<file path="src/sv/cham_pkg.sv">
`timescale 1ns / 1ps

package cham_pkg;

    localparam int WORD_W     = 16;
    localparam int NUM_WORDS  = 4;
    localparam int ROUNDS     = 80;
    localparam int RK_NUM     = 16;
    localparam int KEY_WORDS  = 8;
    localparam int REG_WORDS  = 4;
    localparam int RND_PER_ST = 2;
    localparam int STAGES     = ROUNDS / RND_PER_ST;
    localparam int ROUND_W    = 7;
    localparam int CFG_IDX_W  = 2;
    localparam int CFG_DATA_W = 64;

    typedef logic [WORD_W-1:0]     t_word;
    typedef t_word [NUM_WORDS-1:0] t_block;
    typedef t_word [RK_NUM-1:0]    t_rk_set;
    typedef logic [ROUND_W-1:0]    t_round;
    typedef logic [CFG_IDX_W-1:0]  t_cfg_idx;
    typedef logic [CFG_DATA_W-1:0] t_cfg_data;

    localparam t_cfg_idx CFG_KEY_LO = t_cfg_idx'(0);
    localparam t_cfg_idx CFG_KEY_HI = t_cfg_idx'(1);

    typedef struct packed {
        t_word plain_word0;
        t_word plain_word1;
        t_word plain_word2;
        t_word plain_word3;
    } t_plain;

    typedef struct packed {
        t_word cipher_word0;
        t_word cipher_word1;
        t_word cipher_word2;
        t_word cipher_word3;
    } t_cipher;

    function automatic t_word rol(input t_word v, input int unsigned n);
        return t_word'((v << n) | (v >> (WORD_W - n)));
    endfunction

    function automatic t_word round_even(input t_word x0, input t_word x1,
                                         input t_word rk, input t_round r);
        t_word a;
        t_word s;
        a = x0 ^ {{(WORD_W-ROUND_W){1'b0}}, r};
        s = t_word'(a + (rol(x1, 1) ^ rk));
        return rol(s, 8);
    endfunction

    function automatic t_word round_odd(input t_word x0, input t_word x1,
                                        input t_word rk, input t_round r);
        t_word a;
        t_word s;
        a = x0 ^ {{(WORD_W-ROUND_W){1'b0}}, r};
        s = t_word'(a + (rol(x1, 8) ^ rk));
        return rol(s, 1);
    endfunction

endpackage

</file>
<file path="src/sv/cham_key_sched.sv">
`timescale 1ns / 1ps

module cham_key_sched (
    input  logic               i_clk,
    input  logic               i_rst_n,
    input  logic               i_cfg_we,
    input  cham_pkg::t_cfg_idx i_cfg_index,
    input  cham_pkg::t_cfg_data i_cfg_data,
    output cham_pkg::t_rk_set  o_rk
);

    cham_pkg::t_cfg_data r_key_lo;
    cham_pkg::t_cfg_data r_key_hi;
    cham_pkg::t_cfg_data n_key_lo;
    cham_pkg::t_cfg_data n_key_hi;
    cham_pkg::t_word     key_word [cham_pkg::KEY_WORDS];

    always_comb begin
        n_key_lo = r_key_lo;
        n_key_hi = r_key_hi;
        if (i_cfg_we) begin
            unique case (i_cfg_index)
                cham_pkg::CFG_KEY_LO: n_key_lo = i_cfg_data;
                cham_pkg::CFG_KEY_HI: n_key_hi = i_cfg_data;
                default: ;
            endcase
        end
    end

    always_ff @(posedge i_clk) begin
        if (!i_rst_n) begin
            r_key_lo <= '0;
            r_key_hi <= '0;
        end else begin
            r_key_lo <= n_key_lo;
            r_key_hi <= n_key_hi;
        end
    end

    // Word 0 of each register sits in its top bits.
    always_comb begin
        for (int i = 0; i < cham_pkg::REG_WORDS; i++) begin
            key_word[i] = r_key_lo[cham_pkg::CFG_DATA_W-1-cham_pkg::WORD_W*i -: cham_pkg::WORD_W];
            key_word[i+cham_pkg::REG_WORDS] =
                r_key_hi[cham_pkg::CFG_DATA_W-1-cham_pkg::WORD_W*i -: cham_pkg::WORD_W];
        end
    end

    // The user must change the key only while no block is in flight;
    // this is unchecked. The schedule is plain XOR logic, unregistered.
    always_comb begin
        for (int i = 0; i < cham_pkg::KEY_WORDS; i++) begin
            o_rk[i] = key_word[i] ^ cham_pkg::rol(key_word[i], 1)
                      ^ cham_pkg::rol(key_word[i], 8);
            o_rk[(i + cham_pkg::KEY_WORDS) ^ 1] = key_word[i]
                      ^ cham_pkg::rol(key_word[i], 1) ^ cham_pkg::rol(key_word[i], 11);
        end
    end

endmodule

</file>
<file path="config.mk">
export PLATFORM = sky130hd
export DESIGN_NAME = cham_key_sched
export DESIGN_NICKNAME = d
export VERILOG_FILES = /design/src/sv/cham_pkg.sv /design/src/sv/cham_key_sched.sv
export SDC_FILE = /design/constraint.sdc
export NUM_CORES = 1
export LEC_CHECK = 0
export ABC_CLOCK_PERIOD_IN_PS = 1800
export BUFFER_PORTS_ARGS = -buffer_cell sky130_fd_sc_hd__buf_2
export CAP_MARGIN = 40
export CORE_ASPECT_RATIO = 0.8
export CORE_MARGIN = 4
export CORE_UTILIZATION = 50
export CTS_BUF_LIST = sky130_fd_sc_hd__clkbuf_4 sky130_fd_sc_hd__clkbuf_8
export CTS_CLUSTER_DIAMETER = 30
export DETAILED_ROUTE_END_ITERATION = 7
export GPL_TIMING_DRIVEN = 0
export PLACE_DENSITY = 0.8
export SETUP_SLACK_MARGIN = 0.4
export SKIP_CTS_REPAIR_TIMING = 1
export SLEW_MARGIN = 10
export SYNTH_ARGS = -nofsm -noshare
export SYNTH_HDL_FRONTEND = slang
export SYNTH_SLANG_ARGS = --single-unit
</file>
<file path="constraint.sdc">
create_clock -name i_clk -period 1.8 [get_ports i_clk]
set_input_delay 0.27 -clock i_clk [delete_from_list [all_inputs] [get_ports i_clk]]
set_output_delay 0.27 -clock i_clk [all_outputs]
set_load 0.005 [all_outputs]
</file>
==> impl_results.md <==
- Outcome: complete, but fails checks
- Violated checks: setup timing
- Hold Crit Start: i_cfg_data[44]
- Remaining global-route overflow: 0
- Pleak: 6.30 nW
- CTS tree: yes
- CTS root buf: clkbuf_8
- Worst VDD drop: 0.433 mV
- Post-route ant nets: 0
- Critical Path RT: 1.53 ns
- Post-Syn Instances: 1030
- CP Max Fanout: 5
- Reg-to-reg endpoint: r_key_lo[8]
- Minimum clock period: 1.86 ns
- Die extent in y: 128 um
- Top-count cell post-synth: xnor2_1
- Die area: around 20000 sq um
- Sw Ratio: 0.318
- Htree depth: 4
- Syn_nets: 1099
- R2R cell count: 4
- I/O pin total: 325
- Post-synthesis mux area share: 0.143
- Post-Syn Area: around 9000 sq um
- Synth Area in Adders: 0
- Total Power: 8.67 mW
- Predominant post-synthesis flop cell: dfxtp_1
- DRT Pass-1 Iters: 6
- First-pass GRT wire length: 39900 um
- WHS Endpoint: r_key_lo[44]
- Top cells by instance count after synthesis: xnor2_1 (417), nand2_1 (192), clkbuf_1 (135)
- Post-synth EDFFs: 0
- Layout fillers: 815
- Flop pwr share: 0.343
- Rel. slew slack: 0.610
- Setup CP Type: reg2out
- Clk_skew: 0 ns
- MaxCap Viol Count: 0
- RSZ-0062 raised after global routing: yes
- Combinational power share: 0.356
- CP Launch Type: flop
- Largest net degree at the start of global routing: 17
- Worst reg2reg path startpoint: r_key_lo[8]
- Post-synthesis compound-gate area fraction: 0
- Initial antenna violation count: 0
- CP arrival: 1.59 ns
- Finish-stage setup viols: 5
- Die Wd: between 150 and 200 um
- # port buffers: ~320
- GP Congestion: about 0.90
- Core area: approximately 17000 sq um
- Switching power: between 2 and 3 mW
- Avg Cell Area, Syn: 8.72 sq um
- DRT iter0 DRCs: 704
- Synth Area in Simple Gates: 0.0824
- Slew @ Worst Pin: 0.585 ns
- Synth unique cells: 12
- Worst hold path type: in2reg
- DR WL/cell: 22.6 um
- Area leader, netlist: xnor2_1
- Dominant cells by area after synthesis: xnor2_1 (41%), dfxtp_1 (29%), mux2i_1 (14%)
- CP endpoint kind: output pin
- Final HPWL DP: 20900 um
- Post-layout net count: 1484
- Hold depth: 3
- Initial Util: 0.513
- Pint: 5.91 mW
- Main combinational cell family by area after synthesis: XOR/XNOR gates
- Area grow syn2layout: 62.9%
- Synth top area share: 0.407
- Post-DR vias/cell: 5.48
- DR vias: 9060
- Layout cell share with drive strength beyond 1: 0.509
- # DRC: 0
- Placed cell count: 1578
- Post-Synth XOR/XNOR Area: 0.407
- Final hold vios: 0
- Vias in the first global route: 7695
- Post-Layout Cell Count: roughly 1700
- Skew-Pair Late Insertion Delay: about 0.45 ns
- Synthesized flop and latch total: 128
- Clk buf depth: 2
- Num CTS Buffers: 17
- Gr usage total: 0.252
- Final worst slack: -0.0629 ns
- N_diodes: 0
- Worst-path clk slew: about 0.080 ns
- Final Slew Violations: 0
- Flop-to-flop setup slack: 0.83 ns
- Wirelength, routed: 37400 um
- Clk sinks: approximately 130
- Syn. warnings: 0
- Row count: 43
- Synth async-reset ratio: 0
- Final period utilization: 1.03
- Sequential-to-total area share from yosys stat: 0.285
- Clock share of power: 0.301
- Fmax: 0.537 GHz
- PD cells: between 500 and 600 nW/um^2
flip-flops by register name (all words and copies together) (netlist names):
signal    count
r_key_hi     64
r_key_lo     64
power by group through the flow:
stage               combinational, mW  clock [mW]  sequential (mW)
floorplan                        1.35           0             3.01
global placement                 2.21           0             3.01
detailed placement               2.23           0             3.02
CTS                              2.24        2.55             2.95
global route                     3.24        2.70             2.98
finish                           3.09        2.61             2.97
worst max path at each step:
stage,startpoint,to,cells after the start
final,r_key_hi[30],o_rk[249],4
after global routing,r_key_hi[30],o_rk[249],4
after CTS,r_key_lo[63],o_rk[159],4
after detailed placement,r_key_lo[63],o_rk[159],4
after global placement,r_key_lo[63],o_rk[159],4
after floorplan,i_cfg_index[0],r_key_lo[0],4
cells by family after synthesis:
kind of cell | count (synthesis)
buf+inv | 163
simple gates | 194
mux | 128
flops | 128
xor+xnor | 417
per-layer routing:
| layer | up-vias | track usage | routed length [um] |
|---|---|---|---|
| li1 | 3917 | - | - |
| met1 | 4377 | 0.330 | 13500 |
| met2 | 634 | 0.404 | 18700 |
| met3 | 132 | 0.0641 | 3590 |
| met4 | 0 | 0.0830 | 1600 |
| met5 | - | 0 | 0 |
cell usage in the layout, fill, tap and decap left out:
master and instances:
bufinv_16 2, and3b_2 1, buf_8 4, clkbuf_1 17, buf_1 2, clkinv_2 4
buf_6 57, dfxtp_1 119, buf_2 334, clkbuf_4 33, xnor2_4 88, nand2_1 192
mux2i_1 128, dfxtp_2 9, buf_12 7, clkbuf_8 21, or3b_1 1, xnor2_1 242
xnor2_2 87, clkbuf_2 1, buf_4 78
through the flow:
step	setup slack [ns]	instance area (sq um)	hold WS (ns)	utilization	setup TNS, ns
5_1_grt	-0.125	14600	0.0748	0.836	-1.27
4_1_cts	-0.398	11300	0.0569	0.645	-28.52
6_report	-0.0629	14600	0.0710	0.836	-0.116
3_5_place_dp	0.112	10900	0.552	0.622	0
3_3_place_gp	0.0992	10900	0.545	0.622	0
2_1_floorplan	0.607	8980	0.432	-	0
layout make-up:
| type | instances | area (sq um) | area share |
|---|---|---|---|
| Multi-Input combinational cell | 739 | 7980 | 0.545 |
| Sequential cell | 128 | 2570 | 0.176 |
| Timing Repair Buffer | 366 | 1940 | 0.133 |
| Buffer | 163 | 1450 | 0.0994 |
| Clock buffer | 25 | 319 | 0.0218 |
| Tap cell | 225 | 282 | 0.0192 |
| Clock inverter | 6 | 80.1 | 0.00548 |
worst max-delay path: stages, from the launching register on:
cell and delay, ns:
dfxtp_1 0.31, clkbuf_4 0.21, xnor2_1 0.26, xnor2_1 0.19
buf_2 0.17
Power figures use the tool's default switching activity.
