`src/sv/cham_pkg.sv`:
```
`timescale 1ns / 1ps

package cham_pkg;

    localparam int WORD_W     = 16;
    localparam int NUM_WORDS  = 4;
    localparam int ROUNDS     = 80;
    localparam int RK_NUM     = 16;
    localparam int KEY_WORDS  = 8;
    localparam int REG_WORDS  = 4;
    localparam int RND_PER_ST = 2;
    localparam int STAGES     = ROUNDS / RND_PER_ST;
    localparam int ROUND_W    = 7;
    localparam int CFG_IDX_W  = 2;
    localparam int CFG_DATA_W = 64;

    typedef logic [WORD_W-1:0]     t_word;
    typedef t_word [NUM_WORDS-1:0] t_block;
    typedef t_word [RK_NUM-1:0]    t_rk_set;
    typedef logic [ROUND_W-1:0]    t_round;
    typedef logic [CFG_IDX_W-1:0]  t_cfg_idx;
    typedef logic [CFG_DATA_W-1:0] t_cfg_data;

    localparam t_cfg_idx CFG_KEY_LO = t_cfg_idx'(0);
    localparam t_cfg_idx CFG_KEY_HI = t_cfg_idx'(1);

    typedef struct packed {
        t_word plain_word0;
        t_word plain_word1;
        t_word plain_word2;
        t_word plain_word3;
    } t_plain;

    typedef struct packed {
        t_word cipher_word0;
        t_word cipher_word1;
        t_word cipher_word2;
        t_word cipher_word3;
    } t_cipher;

    function automatic t_word rol(input t_word v, input int unsigned n);
        return t_word'((v << n) | (v >> (WORD_W - n)));
    endfunction

    function automatic t_word round_even(input t_word x0, input t_word x1,
                                         input t_word rk, input t_round r);
        t_word a;
        t_word s;
        a = x0 ^ {{(WORD_W-ROUND_W){1'b0}}, r};
        s = t_word'(a + (rol(x1, 1) ^ rk));
        return rol(s, 8);
    endfunction

    function automatic t_word round_odd(input t_word x0, input t_word x1,
                                        input t_word rk, input t_round r);
        t_word a;
        t_word s;
        a = x0 ^ {{(WORD_W-ROUND_W){1'b0}}, r};
        s = t_word'(a + (rol(x1, 8) ^ rk));
        return rol(s, 1);
    endfunction

endpackage

```
`src/sv/cham_rnd_stage.sv`:
```
`timescale 1ns / 1ps

module cham_rnd_stage (
    input  logic             i_clk,
    input  logic             i_rst_n,
    input  logic             i_en,
    input  logic             i_valid,
    input  cham_pkg::t_block i_x,
    input  cham_pkg::t_round i_round,
    input  cham_pkg::t_word  i_rk_even,
    input  cham_pkg::t_word  i_rk_odd,
    output logic             o_valid,
    output cham_pkg::t_block o_x
);

    logic             r_vld;
    cham_pkg::t_block r_x;
    cham_pkg::t_block n_x;
    cham_pkg::t_word  w_even;
    cham_pkg::t_word  w_odd;

    // Two rounds per stage: the even round feeds the odd one through
    // the word window shift.
    always_comb begin
        w_even = cham_pkg::round_even(i_x[0], i_x[1], i_rk_even, i_round);
        w_odd  = cham_pkg::round_odd(i_x[1], i_x[2], i_rk_odd,
                                     i_round | cham_pkg::t_round'(1));
        n_x[0] = i_x[2];
        n_x[1] = i_x[3];
        n_x[2] = w_even;
        n_x[3] = w_odd;
    end

    always_ff @(posedge i_clk) begin
        if (!i_rst_n) begin
            r_vld <= 1'b0;
        end else if (i_en) begin
            r_vld <= i_valid;
        end
    end

    always_ff @(posedge i_clk) begin
        if (i_en) begin
            r_x <= n_x;
        end
    end

    assign o_valid = r_vld;
    assign o_x     = r_x;

endmodule

```
`config.mk`:
```
export PLATFORM = sky130hd
export DESIGN_NAME = cham_rnd_stage
export DESIGN_NICKNAME = d
export VERILOG_FILES = /design/src/sv/cham_pkg.sv /design/src/sv/cham_rnd_stage.sv
export SDC_FILE = /design/constraint.sdc
export NUM_CORES = 1
export LEC_CHECK = 0
export ABC_CLOCK_PERIOD_IN_PS = 3000
export BUFFER_PORTS_ARGS = -buffer_cell sky130_fd_sc_hd__buf_2
export CELL_PAD_IN_SITES_DETAIL_PLACEMENT = 0
export CELL_PAD_IN_SITES_GLOBAL_PLACEMENT = 1
export CORE_ASPECT_RATIO = 0.75
export CORE_UTILIZATION = 36
export DETAILED_ROUTE_END_ITERATION = 8
export PLACE_DENSITY_LB_ADDON = 0.15
export SYNTH_ARGS = -nofsm -noshare
export SYNTH_HDL_FRONTEND = slang
export SYNTH_SLANG_ARGS = --single-unit
export TNS_END_PERCENT = 1
```
`constraint.sdc`:
```
create_clock -name i_clk -period 3 [get_ports i_clk]
set_clock_uncertainty 0.1 [all_clocks]
set_input_delay 0.15 -clock i_clk [delete_from_list [all_inputs] [get_ports i_clk]]
set_output_delay 0.15 -clock i_clk [all_outputs]
set_load 0.05 [all_outputs]
```
==> reports/metrics.sh <==
PATH_MAX_FANOUT=5
FILLERS=970
MAPPEDNETLISTAREA_SQ_UM=3790
GRT_START_MAX_NET_PINS=66
MIN_PERIOD_OVER_PERIOD=0.933
EDFF_COUNT_SYNTH=64
POSTROUTEWIRELENGTH_UM=9510
FIRST_GLOBAL_VIAS=2951
HTREE_NUM_LEVELS=3
YS_WARN_COUNT=0
SYN_AREA_PER_CELL_SQ_UM=12.5
SYNTH-COMPOUND-AREA-SHARE=0.137
ROOT_BUFFER='sky130_fd_sc_hd__clkbuf_16'
YOSYS.AREA_SHARE.ADDER=0.110
CLOCK_LATENCY_NS=0.33
TIMING.FINAL.MAX_SLEW_VIOLATIONS=0
SETUP.WORST_PATH.END_CLASS='flop'
GRT_OVERFLOW=0
CTS_SETUP_BUFFERS=0
NETLIST_TOP_CELLS_COUNT='sky130_fd_sc_hd__edfxtp_1, sky130_fd_sc_hd__xor2_1, sky130_fd_sc_hd__ha_1'
POWER_LEAKAGE_nW=2.39
TOP_AREA_CELLS_IN_THE_SYNTHESIZED_NETLIST='sky130_fd_sc_hd__edfxtp_1, sky130_fd_sc_hd__xor2_1, sky130_fd_sc_hd__ha_1'
YOSYSUNIQUECELLTYPES=43
PATH_BUF_INV=2
FLOORPLAN.ROWS=32
SYNTH-SEQ-AREA-SHARE=0.512
CRITPATHSLOWESTCELL='sky130_fd_sc_hd__dlygate4sd3_1'
POST-SYNTH-TOP-AREA-CELL='sky130_fd_sc_hd__edfxtp_1'
DRIVE_ABOVE_1_SHARE=0.370
DETAIL_ROUTE.VIAS_PER_CELL=4.63
COUNT_OF_BOUNDARY_I_O_PINS=172
SYNTH_TOP_FAMILY_BY_AREA='XOR/XNOR gates'
SYNTH-SIMPLE-AREA-SHARE=0.0654
SETUP_REPAIR_AFTER_GLOBAL_ROUTING_MISSED_ITS_MARGIN='false'
VIAS=3040
INITIAL_ANTENNA_VIOLATION_COUNT=0
DESIGN.FINAL.NETS=656
CLOCK.FMAX_MHz=357
SYN_TO_FINAL_GROWTH_PCT=42.5
COREAREA_SQ_UM=10200
ROUTABILITY_CONG=0.768
FIN_WORST_HOLD_SLACK_NS=0.134
YS_FF_LATCH=65
DR.FIRST_ITER.DRC_COUNT=89
CRITPATHLAUNCHTYPE='input port'
SYNTH_TOP_AREA_FRAC=0.507
TIMING.CRITICAL_PATH.MAX_DELAY_FAMILY='compound AO/OA/AOI/OAI gates'
TRANSITION_TIME_AT_THE_PIN_WITH_THE_LEAST_SLEW_MARGIN_NS=0.852
TNS_NS=0
REPORT.FINAL.HOLD_VIOL_COUNT=0
DIE_H_UM=90.9
GROUTE.USAGE.OVERALL=0.175
CTS_BUFFER_DEPTH=2
SYNTHMUXAREASHARE=0.00264
CLOCK_TREE_FROM_TRITONCTS='done'
CLKTRANSATPATHREGS_NS=0.06
IR_DROP_V=0.000334
POSTSYNTHCELLCOUNT=304
SYNTH.NET_COUNT=443
SYNTH.MOST_COMMON_CELL='sky130_fd_sc_hd__edfxtp_1'
MAX_SLEW_MARGIN=0.432
NUM_ANTENNA_CELLS=0
MAX_CAP_VIOLATIONS=0
OUTCOME='completed'
CP_DATA_REQUIRED_TIME_NS=2.97
DRC=0
WORSTPATHARRIVAL_NS=2.77
TIMING_WORST_SETUP_PATH_TYPE='input port to flop'
CHIPWIDTH_UM=120
REPORT.POWER.TOTAL_mW=3.48
WL_PER_CELL_UM=14.5
SYNTHFLOPTYPE='sky130_fd_sc_hd__edfxtp_1'
AREA_POST_PLACEMENT_SQ_UM=4810
FLOORPLAN.DIE_AREA_SQ_UM=10900
IO_BUFFER_COUNT=171
FINAL_CORE_UTIL=0.527
HPWLAFTERDP_UM=7110
ANTENNA_LEFT=0
HOLD_PATH.CLASS='input port to flop'
CTS_BUFFERS=9
WORSTPATHCELLLIST='dlygate4sd3_1 > buf_2 > xor2_1 > ha_1 > fa_1 > a21oi_2 > o21ai_1 > a21o_2 > a311oi_4 > or4b_1 > nand3_1'
GRT_PASS1_WL_UM=14400
ASYNCSETRESETFLOPFRACSYNTH=0
DRT-PASS1-ITER-COUNT=5
POWER_DENSITY_nW_PER_UM2=645
FINAL_DESIGN_AREA_NO_FILL_SQ_UM=5400
HIGHEST_CELL_DELAY_ON_THE_WORST_TIMING_PATH_NS=0.53
XOR_AND_XNOR_FRACTION_OF_THE_MAPPED_NETLIST_AREA=0.162
CTS_SINKS=65
FLOORPLAN.INITIALDENSITY=0.370
FINALCRITICALPERIOD_NS=2.80
FINALSETUPVIOLATIONS=0
kinds of logic after synthesis:
logic type / count (synthesis)
xor+xnor: 70
buf+inv: 11
compound gates: 77
fa+ha+maj: 32
mux: 1
simple gates: 48
flops: 65
final timing paths:
| check | start | endpoint | slack [ns] | cells past startpoint |
|---|---|---|---|---|
| worst min-delay path | i_rk_odd[15] | o_x[48] | 0.13 | 3 |
| worst max-delay path | i_x[40] | o_x[63] | 0.20 | 11 |
| worst min register to register | o_valid | o_valid | 0.95 | 3 |
| worst max register to register | o_valid | o_valid | 1.76 | 3 |
power breakdown:
part | switching, mW | internal (mW)
clock network | 0.364 | 0.543
logic | 0.923 | 0.435
registers | 0.0319 | 1.19
routing by layer:
metal	share of wire	up-vias	global-route usage
met1	0.46	1363	0.220
met2	0.48	99	0.293
li1	-	1568	-
met3	0.056	10	0.0436
met4	0.011	0	0.0617
met5	0	-	0
flip-flops by register name, summed over array words and instances, names as in the netlist:
name     cells
o_valid      1
o_x         64
worst register-to-register path, stage by stage, from the launching register on:
cell	delay [ns]
sky130_fd_sc_hd__dfxtp_1	0.30
sky130_fd_sc_hd__mux2i_1	0.12
sky130_fd_sc_hd__nor2b_1	0.06
sky130_fd_sc_hd__dlygate4sd3_1	0.55
through the flow:
stage | cells | setup slack, ns
finish | 657 | 0.200
global route | 657 | 0.0991
CTS | 657 | 0.203
detailed placement | 608 | 0.399
global placement | 608 | 0.450
floorplan | 304 | 0.706
timing repair:
| item | in CTS | in global routing |
|---|---|---|
| gates resized for setup | 0 | 0 |
| hold endpoints to repair | 33 | 0 |
| hold buffers | 34 | 0 |
area by class of cell:
class | instances | area, sq um | share of cell area
tap | 136 | 170 | 0.0315
inverter | 7 | 26.3 | 0.00487
clock inverter | 5 | 23.8 | 0.00440
multi-input combinational | 228 | 1810 | 0.334
clock buffer | 10 | 229 | 0.0424
timing repair buffer | 206 | 1200 | 0.223
sequential | 65 | 1940 | 0.360
placed cells by master (no fill, tap or decap), types with 2 or more instances in the layout:
| master | netlist | routed |
|---|---|---|
| sky130_fd_sc_hd__a21o_1 | 7 | 7 |
| sky130_fd_sc_hd__ha_1 | 30 | 30 |
| sky130_fd_sc_hd__a31oi_1 | 2 | 2 |
| sky130_fd_sc_hd__clkinv_1 | 0 | 3 |
| sky130_fd_sc_hd__clkbuf_16 | 0 | 9 |
| sky130_fd_sc_hd__edfxtp_1 | 64 | 64 |
| sky130_fd_sc_hd__dlygate4sd3_1 | 0 | 34 |
| sky130_fd_sc_hd__nand3b_1 | 2 | 2 |
| sky130_fd_sc_hd__inv_1 | 7 | 7 |
| sky130_fd_sc_hd__a21oi_2 | 6 | 6 |
| sky130_fd_sc_hd__o21bai_1 | 2 | 2 |
| sky130_fd_sc_hd__o21ai_0 | 17 | 17 |
| sky130_fd_sc_hd__nor3b_1 | 2 | 2 |
| sky130_fd_sc_hd__fa_1 | 2 | 2 |
| sky130_fd_sc_hd__a211oi_1 | 8 | 8 |
| sky130_fd_sc_hd__buf_2 | 1 | 171 |
| sky130_fd_sc_hd__nor2b_1 | 2 | 2 |
| sky130_fd_sc_hd__nand3_1 | 8 | 8 |
| sky130_fd_sc_hd__xnor2_1 | 20 | 20 |
| sky130_fd_sc_hd__nand2_1 | 7 | 7 |
| sky130_fd_sc_hd__nor3_1 | 4 | 4 |
| sky130_fd_sc_hd__o21a_1 | 6 | 6 |
| sky130_fd_sc_hd__and3_1 | 2 | 2 |
| sky130_fd_sc_hd__a21oi_1 | 19 | 19 |
| sky130_fd_sc_hd__nor2_1 | 14 | 14 |
| sky130_fd_sc_hd__xor2_1 | 50 | 50 |
No activity file was read; power rests on OpenSTA's default activity.
